--- src/rtl/core/box_bin_downsample_normalize_unit_assert.svh ---
// assertion macros of the box binning downsampler
// expects clk and rst_n in the scope of each use
`ifndef BOX_BIN_DOWNSAMPLE_NORMALIZE_UNIT_ASSERT_SVH
`define BOX_BIN_DOWNSAMPLE_NORMALIZE_UNIT_ASSERT_SVH

// condition must never hold outside reset
`define BBDN_ASSERT_NEVER(lbl, cond) \
    lbl: assert property (@(posedge clk) disable iff (!rst_n) !(cond)) \
        else $error("bbdn assertion failed");

// antecedent implies consequent in the next cycle
`define BBDN_ASSERT_NEXT(lbl, ante, cons) \
    lbl: assert property (@(posedge clk) disable iff (!rst_n) (ante) |=> (cons)) \
        else $error("bbdn assertion failed");

`endif

--- src/rtl/core/bbdn_pkg.sv ---
// shared types, constants and tables of the box binning downsampler
// no dependencies
package bbdn_pkg;

    localparam int MAX_BIN       = 16;
    localparam int MAX_OUT_WIDTH = 4096;
    localparam int COL_AW        = 12;
    localparam int SUM_W         = 24;
    localparam int RECIP_SHIFT   = 19;
    localparam int RECIP_W       = 20;
    localparam int DVD_W         = 56;
    localparam int DEN_W         = 40;
    localparam int JOBQ_DEPTH    = 2;

    // register indexes
    localparam logic [2:0] CFG_BIN_FACTOR   = 3'd0;
    localparam logic [2:0] CFG_IMAGE_WIDTH  = 3'd1;
    localparam logic [2:0] CFG_IMAGE_HEIGHT = 3'd2;
    localparam logic [2:0] CFG_OUT_WIDTH    = 3'd3;
    localparam logic [2:0] CFG_OUT_HEIGHT   = 3'd4;
    localparam logic [2:0] CFG_IN_DEPTH     = 3'd5;
    localparam logic [2:0] CFG_OUT_DEPTH    = 3'd6;
    localparam logic [2:0] CFG_PASS_SELECT  = 3'd7;

    typedef struct packed {
        logic [4:0]  bin_factor;
        logic [13:0] image_width;
        logic [13:0] image_height;
        logic [12:0] out_width;
        logic [12:0] out_height;
        logic [4:0]  in_depth;
        logic [4:0]  out_depth;
        logic        pass_select;
    } cfg_t;

    typedef struct packed {
        logic [15:0]      in_min;
        logic [15:0]      in_max;
        logic [SUM_W-1:0] sum_min;
        logic [SUM_W-1:0] sum_max;
    } stats_t;

    typedef struct packed {
        logic             avg;
        logic [SUM_W-1:0] sum;
        logic [4:0]       bin;
        logic [4:0]       od;
        logic [4:0]       id;
        logic [11:0]      row;
        logic [11:0]      col;
    } job_t;

    // ceil(2^RECIP_SHIFT / f), exact quotient for 14-bit positions
    function automatic logic [RECIP_W-1:0] recip(input logic [4:0] f);
        logic [RECIP_W-1:0] r;
        case (f)
            5'd1:    r = 20'd524288;
            5'd2:    r = 20'd262144;
            5'd3:    r = 20'd174763;
            5'd4:    r = 20'd131072;
            5'd5:    r = 20'd104858;
            5'd6:    r = 20'd87382;
            5'd7:    r = 20'd74899;
            5'd8:    r = 20'd65536;
            5'd9:    r = 20'd58255;
            5'd10:   r = 20'd52429;
            5'd11:   r = 20'd47663;
            5'd12:   r = 20'd43691;
            5'd13:   r = 20'd40330;
            5'd14:   r = 20'd37450;
            5'd15:   r = 20'd34953;
            default: r = 20'd32768;
        endcase
        return r;
    endfunction

endpackage

--- src/rtl/core/bbdn_jobq.sv ---
// two-entry job queue between front and back
// depends on bbdn_pkg and the assertion header
`include "box_bin_downsample_normalize_unit_assert.svh"

module bbdn_jobq (
    input  logic           clk,
    input  logic           rst_n,
    input  logic           wr_en,
    input  bbdn_pkg::job_t wr_job,
    output logic           q_full,
    input  logic           rd_en,
    output bbdn_pkg::job_t rd_job,
    output logic           q_empty
);

    bbdn_pkg::job_t entry_reg [bbdn_pkg::JOBQ_DEPTH];
    logic       wp_reg, rp_reg;
    logic [1:0] cnt_reg, cnt_next;

    assign q_full  = (cnt_reg == 2'(bbdn_pkg::JOBQ_DEPTH));
    assign q_empty = (cnt_reg == 2'd0);
    assign rd_job  = entry_reg[rp_reg];

    always_comb
    begin
        cnt_next = cnt_reg;
        if (wr_en && !rd_en) cnt_next = cnt_reg + 2'd1;
        if (!wr_en && rd_en) cnt_next = cnt_reg - 2'd1;
    end

    // pointers and fill count
    always_ff @(posedge clk or negedge rst_n)
    begin
        if (!rst_n)
        begin
            wp_reg  <= 1'b0;
            rp_reg  <= 1'b0;
            cnt_reg <= '0;
        end
        else
        begin
            if (wr_en) wp_reg <= ~wp_reg;
            if (rd_en) rp_reg <= ~rp_reg;
            cnt_reg <= cnt_next;
        end
    end

    // storage
    always_ff @(posedge clk)
    begin
        if (wr_en)
        begin
            entry_reg[wp_reg] <= wr_job;
        end
    end

    `BBDN_ASSERT_NEVER(a_no_overflow, wr_en && q_full)
    `BBDN_ASSERT_NEVER(a_no_underflow, rd_en && q_empty)
    `BBDN_ASSERT_NEXT(a_fill_up, wr_en && !rd_en, cnt_reg == $past(cnt_reg) + 2'd1)

endmodule

--- config.mk ---
export PLATFORM = sky130hd
export DESIGN_NAME = bbdn_jobq
export DESIGN_NICKNAME = d
export VERILOG_FILES = /design/src/rtl/core/bbdn_pkg.sv /design/src/rtl/core/bbdn_jobq.sv
export VERILOG_INCLUDE_DIRS = /design/src /design/src/rtl/core
export SDC_FILE = /design/constraint.sdc
export NUM_CORES = 1
export LEC_CHECK = 0
export BUFFER_PORTS_ARGS = -buffer_cell sky130_fd_sc_hd__buf_2
export CAP_MARGIN = 20
export CORE_AREA = 2 2 107 109
export DETAILED_ROUTE_END_ITERATION = 12
export DIE_AREA = 0 0 109 111
export PLACE_DENSITY_LB_ADDON = 0.12
export RECOVER_POWER = 100
export SKIP_CTS_REPAIR_TIMING = 1
export SYNTH_ARGS = -nofsm -noshare
export SYNTH_HDL_FRONTEND = slang
export SYNTH_SLANG_ARGS = --single-unit
--- constraint.sdc ---
create_clock -name clk -period 10.36 [get_ports clk]
set_input_delay 0 -clock clk [delete_from_list [all_inputs] [get_ports clk]]
set_output_delay 0 -clock clk [all_outputs]
set_load 0.01 [all_outputs]
==> metrics.md <==
| Metric | Value |
|---|---|
| Outcome | finished with violations |
| Failing checks | max-capacitance violations, max-slew violations |
| Hold Path Sink | entry_reg[1][63]$_DFFE_PP_ |
| Final wirelength | 9050 um |
| Crit-path max FO | 38 |
| Area share of fa/ha/maj cells after synthesis | 0.00250 |
| Residual DRC | 0 |
| Worst R2R Path Depth | 2 |
| Maximum clock frequency | 0.259 GHz |
| Clk root buf | clkbuf_16 |
| Largest family of logic cells by synthesized area | multiplexers |
| Core box area | 11100 um^2 |
| Wirelength per Cell | 15.4 um |
| Slew Limit Fails | 155 |
| Hold Fails Final Rpt | 0 |
| Crit Path Class | reg2reg |
| Largest register FFs | 128 |
| Worst-path clk slew | 0.06 ns |
| Top cell type's share of synthesized area | 0.767 |
| Drt first pass iters | 4 |
| Ys async rst share | 0.0303 |
| CTS buffer count | 17 |
| RSZ-0062 raised after global routing | no |
| Syn Area/Cell | about 23 um^2 |
| Top-Level Pins | 134 |
| Layout cell share with drive strength beyond 1 | 0.259 |
| Setup TNS | 0 ns |
| Peak supply drop | ~0.13 mV |
| Top cells by count, synth | edfxtp_1, mux2_4, mux2_2, buf_6, dfrtp_1 |
| Clock Path Buffers | 2 |
| Final Net Count | 500 |
| Overall power | 1.78 mW |
| Proportion of synthesized area in mux cells | 0.181 |
| PwrDens | 262 nW/um^2 |
| Lkg Pwr | 2.49 nW |
| Final worst path period need | 3.87 ns |
| Maxcap violations | 4 |
| Overall routing resource usage | 0.147 |
| Post-Syn Instances | 215 |
| Syn-to-layout area delta | 36.0% |
| Die width | about 110 um |
| Worst Hold Class | in2reg |
| Initial DRC count | 97 |
| Worst EP arrival | 3.84 ns |
| Synth Area in Compound Gates | 0 |
| Largest net degree at the start of global routing | 54 |
| EDFF count, synth | about 130 |
| Worst Path Required | just over 10 ns |
| YS warnings | 0 |
| Post-route setup slack | 6.49 ns |
| Reg2reg setup slack | around 6.5 ns |
| R2r endpoint | entry_reg[1][19]$_DFFE_PP_ |
| Number of filler cells placed in the layout | between 800 and 900 |
| Vias | 2703 |
| GRT overflow | 0 |
| IO buf count | about 130 |
| # setup viols final | 0 |
| Initial Utilization | 0.452 |
| FP Rows | 39 |
| Setup Skew | 0.00742 ns |
| DIE HEIGHT | ~110 um |
| Worst reg2reg path startpoint | wp_reg$_DFFE_PN0P_ |
| Hold Path Cell Cnt | 2 |
| Routability congestion estimate | 0.663 |
| Post-synthesis simple-gate area fraction | 0.00475 |
| H-tree Lvls | 4 |
| Vias in the first global route | 2567 |
| Top cells by area, synth | edfxtp_1, mux2_4, mux2_2 |
| Startpoint types | flip-flop |
| Initial antenna violation count | 0 |
| Main flop type after synthesis | edfxtp_1 |
| Post-route ant nets | 0 |
| Synth unique cells | 13 |
| Vias per cell | ~4.6 |
| First-pass GRT wire length | approximately 13000 um |
| Pre-CTS setup slack | 8.32 ns |
| Tcrit/Tclk final | 0.373 |
| Worst hold path startpoint | wr_job[63] |
| Yosys top cell by area | edfxtp_1 |
| Ant diodes | 0 |
| CP endpoint kind | flip-flop |
| Hpwl dp | 5380 um |
| Synthesized Nets | around 280 |
| Clk Latency, worst-skew pair | 0.40 ns |
| Slew @ Worst Pin | 3.01 ns |
| Synth Register Bits | 132 |
| Most frequent cell after synthesis | edfxtp_1 |
| CTS tree | done |
| Clk sinks | 132 |
| Relative slew margins | -1.01 |
| Synth Area in XOR/XNOR | 0.00874 |
| Cell Area, Synth | 5010 um^2 |
| Die ar. | around 12000 um^2 |
| Register area share after synthesis | 0.787 |
==> final cells by class <==
type,count,area [um^2],share of cell area
Clock inverter,14,166,0.0244
Inverter,1,3.75,0.000551
Tap cell,143,179,0.0263
Timing Repair Buffer,204,1280,0.188
Multi-Input combinational cell,75,805,0.118
Sequential cell,132,3940,0.579
Clock buffer,18,429,0.0630
==> placed cells by master, fill, tap and decap left out <==
cell,netlist,final
xor2_1,3,3
clkbuf_1,0,63
edfxtp_1,128,128
inv_1,1,1
and2_0,0,1
nor2_1,3,3
mux2_1,0,49
buf_2,1,72
clkinv_1,0,5
bufinv_16,0,4
clkinvlp_4,0,1
xnor2_1,2,2
clkbuf_2,0,2
dlygate4sd3_1,0,68
mux2_4,50,1
mux2_2,14,14
nor2b_1,1,1
dfrtp_1,4,4
clkinv_2,0,4
ha_1,1,1
clkbuf_16,0,17
==> critical path, stage by stage (launching register included) <==
cell	delay [ns]
dfrtp_1	0.38
and2_0	1.38
clkbuf_1	1.65
==> metrics by stage <==
stage / area, um^2 / hold WS (ns) / utilization / instances
floorplan: 5010 / -0.296 / - / 215
global placement: 5810 / -0.190 / 0.524 / 486
detailed placement: 5840 / -0.181 / 0.527 / 487
CTS: 6430 / -0.615 / 0.581 / 519
global route: 6810 / 0.308 / 0.615 / 587
finish: 6810 / 0.320 / 0.615 / 587
==> layer usage <==
layer / vias up / track usage / share of wire
li1: 1281 / - / -
met1: 1330 / 0.178 / 0.44
met2: 90 / 0.224 / 0.49
met3: 2 / 0.0782 / 0.068
met4: 0 / 0.0538 / 0.0032
met5: - / 0 / 0
==> logic make-up (layout without fill, tap and decap cells) <==
family / after synthesis / after routing
XOR/XNOR: 5 / 5
adder cells (fa/ha/maj): 1 / 1
buffers and inverters: 8 / 237
flip-flops: 132 / 132
multiplexers: 64 / 64
AND/OR/NAND/NOR: 5 / 5
==> worst max path at each step <==
stage               cells after the start  slack, ns                from                          to
finish                                  2       6.49  wp_reg$_DFFE_PN0P_  entry_reg[1][19]$_DFFE_PP_
global route                            2       6.02  wp_reg$_DFFE_PN0P_  entry_reg[0][38]$_DFFE_PP_
CTS                                     3       8.24  rp_reg$_DFFE_PN0P_                  rd_job[56]
detailed placement                      2       8.32  wp_reg$_DFFE_PN0P_  entry_reg[1][12]$_DFFE_PP_
global placement                        2       8.34  wp_reg$_DFFE_PN0P_  entry_reg[1][12]$_DFFE_PP_
floorplan                               1       6.81  wp_reg$_DFFE_PN0P_   entry_reg[0][0]$_DFFE_PP_
==> power breakdown <==
group / switching, mW / internal [mW]
Clock: 0.200 / 0.396
Sequential: 0.0493 / 0.717
Combinational: 0.229 / 0.189
Power figures use the tool's default switching activity.
