`src/rtl/core/box_bin_downsample_normalize_unit_assert.svh`:
```
// assertion macros of the box binning downsampler
// expects clk and rst_n in the scope of each use
`ifndef BOX_BIN_DOWNSAMPLE_NORMALIZE_UNIT_ASSERT_SVH
`define BOX_BIN_DOWNSAMPLE_NORMALIZE_UNIT_ASSERT_SVH

// condition must never hold outside reset
`define BBDN_ASSERT_NEVER(lbl, cond) \
    lbl: assert property (@(posedge clk) disable iff (!rst_n) !(cond)) \
        else $error("bbdn assertion failed");

// antecedent implies consequent in the next cycle
`define BBDN_ASSERT_NEXT(lbl, ante, cons) \
    lbl: assert property (@(posedge clk) disable iff (!rst_n) (ante) |=> (cons)) \
        else $error("bbdn assertion failed");

`endif

```
`src/rtl/core/bbdn_pkg.sv`:
```
// shared types, constants and tables of the box binning downsampler
// no dependencies
package bbdn_pkg;

    localparam int MAX_BIN       = 16;
    localparam int MAX_OUT_WIDTH = 4096;
    localparam int COL_AW        = 12;
    localparam int SUM_W         = 24;
    localparam int RECIP_SHIFT   = 19;
    localparam int RECIP_W       = 20;
    localparam int DVD_W         = 56;
    localparam int DEN_W         = 40;
    localparam int JOBQ_DEPTH    = 2;

    // register indexes
    localparam logic [2:0] CFG_BIN_FACTOR   = 3'd0;
    localparam logic [2:0] CFG_IMAGE_WIDTH  = 3'd1;
    localparam logic [2:0] CFG_IMAGE_HEIGHT = 3'd2;
    localparam logic [2:0] CFG_OUT_WIDTH    = 3'd3;
    localparam logic [2:0] CFG_OUT_HEIGHT   = 3'd4;
    localparam logic [2:0] CFG_IN_DEPTH     = 3'd5;
    localparam logic [2:0] CFG_OUT_DEPTH    = 3'd6;
    localparam logic [2:0] CFG_PASS_SELECT  = 3'd7;

    typedef struct packed {
        logic [4:0]  bin_factor;
        logic [13:0] image_width;
        logic [13:0] image_height;
        logic [12:0] out_width;
        logic [12:0] out_height;
        logic [4:0]  in_depth;
        logic [4:0]  out_depth;
        logic        pass_select;
    } cfg_t;

    typedef struct packed {
        logic [15:0]      in_min;
        logic [15:0]      in_max;
        logic [SUM_W-1:0] sum_min;
        logic [SUM_W-1:0] sum_max;
    } stats_t;

    typedef struct packed {
        logic             avg;
        logic [SUM_W-1:0] sum;
        logic [4:0]       bin;
        logic [4:0]       od;
        logic [4:0]       id;
        logic [11:0]      row;
        logic [11:0]      col;
    } job_t;

    // ceil(2^RECIP_SHIFT / f), exact quotient for 14-bit positions
    function automatic logic [RECIP_W-1:0] recip(input logic [4:0] f);
        logic [RECIP_W-1:0] r;
        case (f)
            5'd1:    r = 20'd524288;
            5'd2:    r = 20'd262144;
            5'd3:    r = 20'd174763;
            5'd4:    r = 20'd131072;
            5'd5:    r = 20'd104858;
            5'd6:    r = 20'd87382;
            5'd7:    r = 20'd74899;
            5'd8:    r = 20'd65536;
            5'd9:    r = 20'd58255;
            5'd10:   r = 20'd52429;
            5'd11:   r = 20'd47663;
            5'd12:   r = 20'd43691;
            5'd13:   r = 20'd40330;
            5'd14:   r = 20'd37450;
            5'd15:   r = 20'd34953;
            default: r = 20'd32768;
        endcase
        return r;
    endfunction

endpackage

```
`src/rtl/core/bbdn_back.sv`:
```
// back part: average or range mapping through a bit-serial divider
// depends on bbdn_pkg
module bbdn_back (
    input  logic             clk,
    input  logic             rst_n,
    input  bbdn_pkg::stats_t stats,
    input  logic             q_empty,
    input  bbdn_pkg::job_t   q_job,
    output logic             q_pop,
    output logic             empty,
    input  logic             pop,
    output logic [23:0]      out_value,
    output logic [11:0]      out_row,
    output logic [11:0]      out_col,
    output logic             flat_image
);

    localparam logic [1:0] BS_IDLE = 2'd0;
    localparam logic [1:0] BS_PREP = 2'd1;
    localparam logic [1:0] BS_DIV  = 2'd2;
    localparam logic [1:0] BS_OUT  = 2'd3;

    logic [1:0]  state_reg, state_next;
    logic [5:0]  cnt_reg;
    bbdn_pkg::job_t job_reg;
    logic [39:0] p_reg;
    logic [bbdn_pkg::DEN_W-1:0] den_reg;
    logic [bbdn_pkg::DVD_W-1:0] dvd_reg;
    logic [bbdn_pkg::DEN_W-1:0] rem_reg;
    logic        flat_reg;
    logic        ov_reg;
    logic [23:0] val_reg;
    logic [11:0] row_reg, col_reg;
    logic        oflat_reg;

    logic [23:0] diff, srange;
    logic [15:0] irange;
    logic [9:0]  fsq;
    logic [bbdn_pkg::DEN_W:0] trial;
    logic        ge;
    logic [23:0] quo_sat;
    logic        load_out;

    // operand preparation
    assign diff   = (q_job.sum > stats.sum_min) ? q_job.sum - stats.sum_min : 24'd0;
    assign irange = stats.in_max - stats.in_min;
    assign srange = stats.sum_max - stats.sum_min;
    assign fsq    = 10'(q_job.bin * q_job.bin);

    // one quotient bit per cycle
    assign trial   = {rem_reg, dvd_reg[bbdn_pkg::DVD_W-1]};
    assign ge      = trial >= {1'b0, den_reg};
    assign quo_sat = (dvd_reg[bbdn_pkg::DVD_W-1:24] != '0) ? 24'hFFFFFF : dvd_reg[23:0];

    assign q_pop    = (state_reg == BS_IDLE) && !q_empty;
    assign load_out = (state_reg == BS_OUT) && !ov_reg;

    always_comb
    begin
        state_next = state_reg;
        case (state_reg)
            BS_IDLE: if (!q_empty) state_next = BS_PREP;
            BS_PREP: state_next = (flat_reg && !job_reg.avg) ? BS_OUT : BS_DIV;
            BS_DIV:  if (cnt_reg == 6'd0) state_next = BS_OUT;
            BS_OUT:  if (!ov_reg) state_next = BS_IDLE;
            default: state_next = BS_IDLE;
        endcase
    end

    // control registers
    always_ff @(posedge clk or negedge rst_n)
    begin
        if (!rst_n)
        begin
            state_reg <= BS_IDLE;
            ov_reg    <= 1'b0;
        end
        else
        begin
            state_reg <= state_next;
            if (load_out)
            begin
                ov_reg <= 1'b1;
            end
            else if (pop)
            begin
                ov_reg <= 1'b0;
            end
        end
    end

    // datapath registers
    always_ff @(posedge clk)
    begin
        case (state_reg)
            BS_IDLE:
            begin
                job_reg  <= q_job;
                p_reg    <= 40'(diff) * 40'(irange);
                flat_reg <= stats.sum_max <= stats.sum_min;
                den_reg  <= q_job.avg ? 40'(fsq) :
                            (40'(srange) << q_job.id) - 40'(srange);
            end
            BS_PREP:
            begin
                rem_reg <= '0;
                cnt_reg <= 6'(bbdn_pkg::DVD_W - 1);
                if (job_reg.avg)
                begin
                    dvd_reg <= {24'd0, job_reg.sum, 8'd0};
                end
                else if (flat_reg)
                begin
                    dvd_reg <= '0;
                end
                else
                begin
                    dvd_reg <= (56'(p_reg) << job_reg.od) - 56'(p_reg);
                end
            end
            BS_DIV:
            begin
                rem_reg <= ge ? 40'(trial - {1'b0, den_reg}) : trial[bbdn_pkg::DEN_W-1:0];
                dvd_reg <= {dvd_reg[bbdn_pkg::DVD_W-2:0], ge};
                cnt_reg <= cnt_reg - 6'd1;
            end
            default:
            begin
                if (load_out)
                begin
                    val_reg   <= quo_sat;
                    row_reg   <= job_reg.row;
                    col_reg   <= job_reg.col;
                    oflat_reg <= flat_reg && !job_reg.avg;
                end
            end
        endcase
    end

    // result register
    assign empty      = !ov_reg;
    assign out_value  = val_reg;
    assign out_row    = row_reg;
    assign out_col    = col_reg;
    assign flat_image = oflat_reg;

endmodule

```
`config.mk`:
```
export PLATFORM = sky130hd
export DESIGN_NAME = bbdn_back
export DESIGN_NICKNAME = d
export VERILOG_FILES = /design/src/rtl/core/box_bin_downsample_normalize_unit_assert.svh /design/src/rtl/core/bbdn_pkg.sv /design/src/rtl/core/bbdn_back.sv
export SDC_FILE = /design/constraint.sdc
export NUM_CORES = 2
export LEC_CHECK = 0
export BUFFER_PORTS_ARGS = -buffer_cell sky130_fd_sc_hd__buf_4
export CORE_UTILIZATION = 51
export CTS_BUF_LIST = sky130_fd_sc_hd__clkbuf_4
export DETAILED_ROUTE_END_ITERATION = 10
export GPL_TIMING_DRIVEN = 0
export HOLD_SLACK_MARGIN = 0.06
export PLACE_DENSITY = 0.71
export SYNTH_ARGS = -nofsm -noshare
export SYNTH_HDL_FRONTEND = slang
export SYNTH_SLANG_ARGS = --single-unit
```
`constraint.sdc`:
```
create_clock -name clk -period 6 [get_ports clk]
set_input_delay 0.3 -clock clk [delete_from_list [all_inputs] [get_ports clk]]
set_output_delay 0.3 -clock clk [all_outputs]
set_load 0.02 [all_outputs]
```
==> metrics.md <==
| Metric | Value |
|---|---|
| Final Core Density | `a little over three fifths` |
| Worst setup margin | `-2.13 ns` |
| Initial Util | `~50%` |
| Global route overflow | `0` |
| Nets | `about 5400` |
| Max Cap Viol | `0` |
| Wire length per cell | `about 22 um` |
| Cell Int Power | `15.1 mW` |
| Sequential share of power | `approximately 15%` |
| RR Startpoint | `job_reg[31]` |
| #FFs+latches synth | `slightly below 300` |
| Post-DRT Antenna Nets | `0` |
| Worst-Skew Late Latency | `about 0.80 ns` |
| Register area | `between 8000 and 9000 um2` |
| Root Driver | `clkbuf_4` |
| Synth warn | `0` |
| Crit path DAT | `8.67 ns` |
| Max Slew Vio Count | `0` |
| Slowest library cell on the worst path | `fa_1` |
| Syn nets | `4899` |
| Initial antenna violation count | `4` |
| Vias | `33200` |
| CTS max path bufs | `3` |
| Fill count | `5951` |
| Most used cell along the critical path | `fa_1` |
| Setup tns final | `-46.26 ns` |
| Most common cell after layout, fill and taps aside | `inv_1` |
| Die width | `~270 um` |
| Worst setup SP type | `input pin` |
| Clk sinks | `289` |
| Origin of the worst setup path | `stats[25]` |
| DRT Wirelength | `123000 um` |
| Async set-or-reset flop fraction in the synthesized netlist | `about 1.0%` |
| WP data required | `6.54 ns` |
| Max reg flops | `56` |
| Hold WC Path Type | `input pin to flop` |
| Cell area after synthesis | `36800 um2` |
| Syn Inst Count | `~4100` |
| All-Layer GR Usage | `about a third` |
| Crit. End Element | `flop` |
| Final Total Pwr | `~30 mW` |
| Setup WS pre-CTS | `-3.99 ns` |
| Drt pass-1 iters | `7` |
| Measured slew at the worst slew-check pin | `around 1.0 ns` |
| CTS tree | `yes` |
| LEAKAGE | `around 20 nW` |
| Clk network pwr share | `6.0%` |
| Multi-input gate area | `27200 um2` |
| Worst IR Drop VDD | `between 0.6 and 0.7 mV` |
| Slew Limit Headroom | `31.6%` |
| Post-synth EDFFs | `286` |
| Port Buf Inserts | `approximately 200` |
| Largest net degree at the start of global routing | `73` |
| Detail Placement HPWL | `approximately 95000 um` |
| Die span in y | `around 270 um` |
| Vias per cell | `approximately 6` |
| DRT iter0 DRCs | `roughly 3400` |
| Sequential share of the synthesized area | `a little under a quarter` |
| Die area | `around 73000 um2` |
| Core area | `just over 70000 um2` |
| Finished layout cell area | `approximately 45000 um2` |
| Violated checks | `setup timing` |
| Row count | `98` |
| Final setup viols | `31` |
| Net Sw Power | `between 15 and 20 mW` |
| Clock skew | `0.0735 ns` |
| Inserted Clock Buffers | `71` |
| First-pass GRT wire length | `186000 um` |
| Count of cell types in the netlist | `89` |
| Critical path class | `input pin to flop` |
| Most frequent cells in the layout | `inv_1 (532), nand2_1 (468), nor2_1 (358)` |
| CP Max Fanout | `10` |
| Status | `finished with violations` |
| Mapped Avg Cell Area | `a little under 9 um2` |
| Area growth syn-to-layout | `21.5%` |
| Max Clk Rate | `~120 MHz` |
| Minimum clock period after layout | `8.13 ns` |
| Main flop type after synthesis | `edfxtp_1` |
| Vias in the first global route | `~32000` |
| PwrDens | `677 nW/um2` |
| H-tree depth | `3` |
| I/O Pins | `between 150 and 200` |
| Switching Fraction | `50.3%` |
| Crit path largest cell delay | `around 0.6 ns` |
| Fraction of layout cells with a size suffix above 1 | `between 10% and 20%` |
| DR DRC count | `0` |
| Unrepaired setup endpoints after global routing | `yes` |
| Fin crit share | `136%` |
| Placement Cell Area | `approximately 40000 um2` |
| Final Hold Vio Count | `0` |
| Clock Pin Slew Worst Setup and Hold Paths | `about 0.060 ns` |
| Hold Startpoint | `q_job[30]` |
| Logic pwr share | `approximately four fifths` |
| Final RePlAce weighted congestion | `between 1 and 1.5` |
-- critical path, delay by kind of cell --
kind,cells,cell delay (ns)
buffers and inverters,7,0.83
AND/OR/NAND/NOR,5,0.79
XOR/XNOR,2,0.54
AO/OA/AOI/OAI,17,2.39
adder cells (fa/ha/maj),8,3.79
-- metrics by stage --
stage	hold WS, ns	cells
after floorplan	0.00441	4140
after detailed placement	0.0967	5289
after global routing	0.181	5608
after CTS	0.146	5540
final	0.224	5608
after global placement	0.0965	5285
-- power by group through the flow --
stage | Combinational [mW] | Sequential [mW] | Clock, mW
floorplan | 14.8 | 4.40 | 0
global placement | 19.8 | 4.59 | 0
detailed placement | 20.2 | 4.46 | 0
CTS | 21.6 | 4.43 | 1.86
global route | 26.0 | 4.53 | 1.95
finish | 24.0 | 4.45 | 1.82
-- logic make-up after synthesis --
family	count (synthesis)	synth area share (%)
adder cells (fa/ha/maj)	611	27.2
flip-flops	289	23.5
AND/OR/NAND/NOR	1300	16.0
XOR/XNOR	214	5.09
multiplexers	153	5.61
AO/OA/AOI/OAI	826	14.9
buffers and inverters	747	7.68
-- area by class of cell --
| class | count | share of cell area (%) |
|---|---|---|
| Timing Repair Buffer | 419 | 8.01 |
| Multi-Input combinational cell | 3104 | 60.8 |
| Clock buffer | 88 | 1.48 |
| Buffer | 153 | 2.12 |
| Antenna cell | 4 | 0.0224 |
| Clock inverter | 33 | 0.668 |
| Tap cell | 950 | 2.66 |
| Inverter | 568 | 4.83 |
| Sequential cell | 289 | 19.4 |
-- layer usage --
metal / GRT usage, % / part of all wire, %
met4: 17.5 / 6.2
met2: 52.0 / 45
met3: 5.23 / 8.8
met1: 43.1 / 40
met5: 0 / 0
-- path summary, 6_finish.rpt --
check / slack, ns / cells past startpoint / end
setup / recovery: -2.13 / 39 / p_reg[37]
hold / removal: 0.22 / 2 / job_reg[30]
setup reg to reg: 0.25 / 21 / dvd_reg[42]
hold reg to reg: 0.41 / 0 / out_row[5]
max in group asynchronous: 5.42 / 3 / state_reg[1]
min in group asynchronous: 0.41 / 3 / ov_reg
-- timing repair --
action	4_1_cts	5_1_grt
resized for setup	212	230
hold endpoints to repair	63	0
endpoints found under the setup margin	79	66
buffers inserted	84	79
cloned	1	2
hold buffers	62	0
pin swaps	100	174
-- cells in the mapped netlist (49+ instances only) --
master / number / share of area (%)
a21oi_1: 213 / 2.9
nand3_1: 60 / 0.82
and2_1: 55 / 0.93
xor2_1: 62 / 1.5
nor2_1: 384 / 3.9
nand2b_1: 49 / 0.83
xnor2_1: 152 / 3.6
nand2_1: 488 / 5.0
clkbuf_1: 157 / 1.6
mux2i_1: 86 / 2.3
fa_1: 315 / 17
ha_1: 296 / 10
inv_1: 565 / 5.8
edfxtp_1: 286 / 23
o21ai_0: 164 / 2.2
a21o_1: 93 / 1.9
nor3_1: 51 / 0.69
No activity file was read; power rests on OpenSTA's default activity.
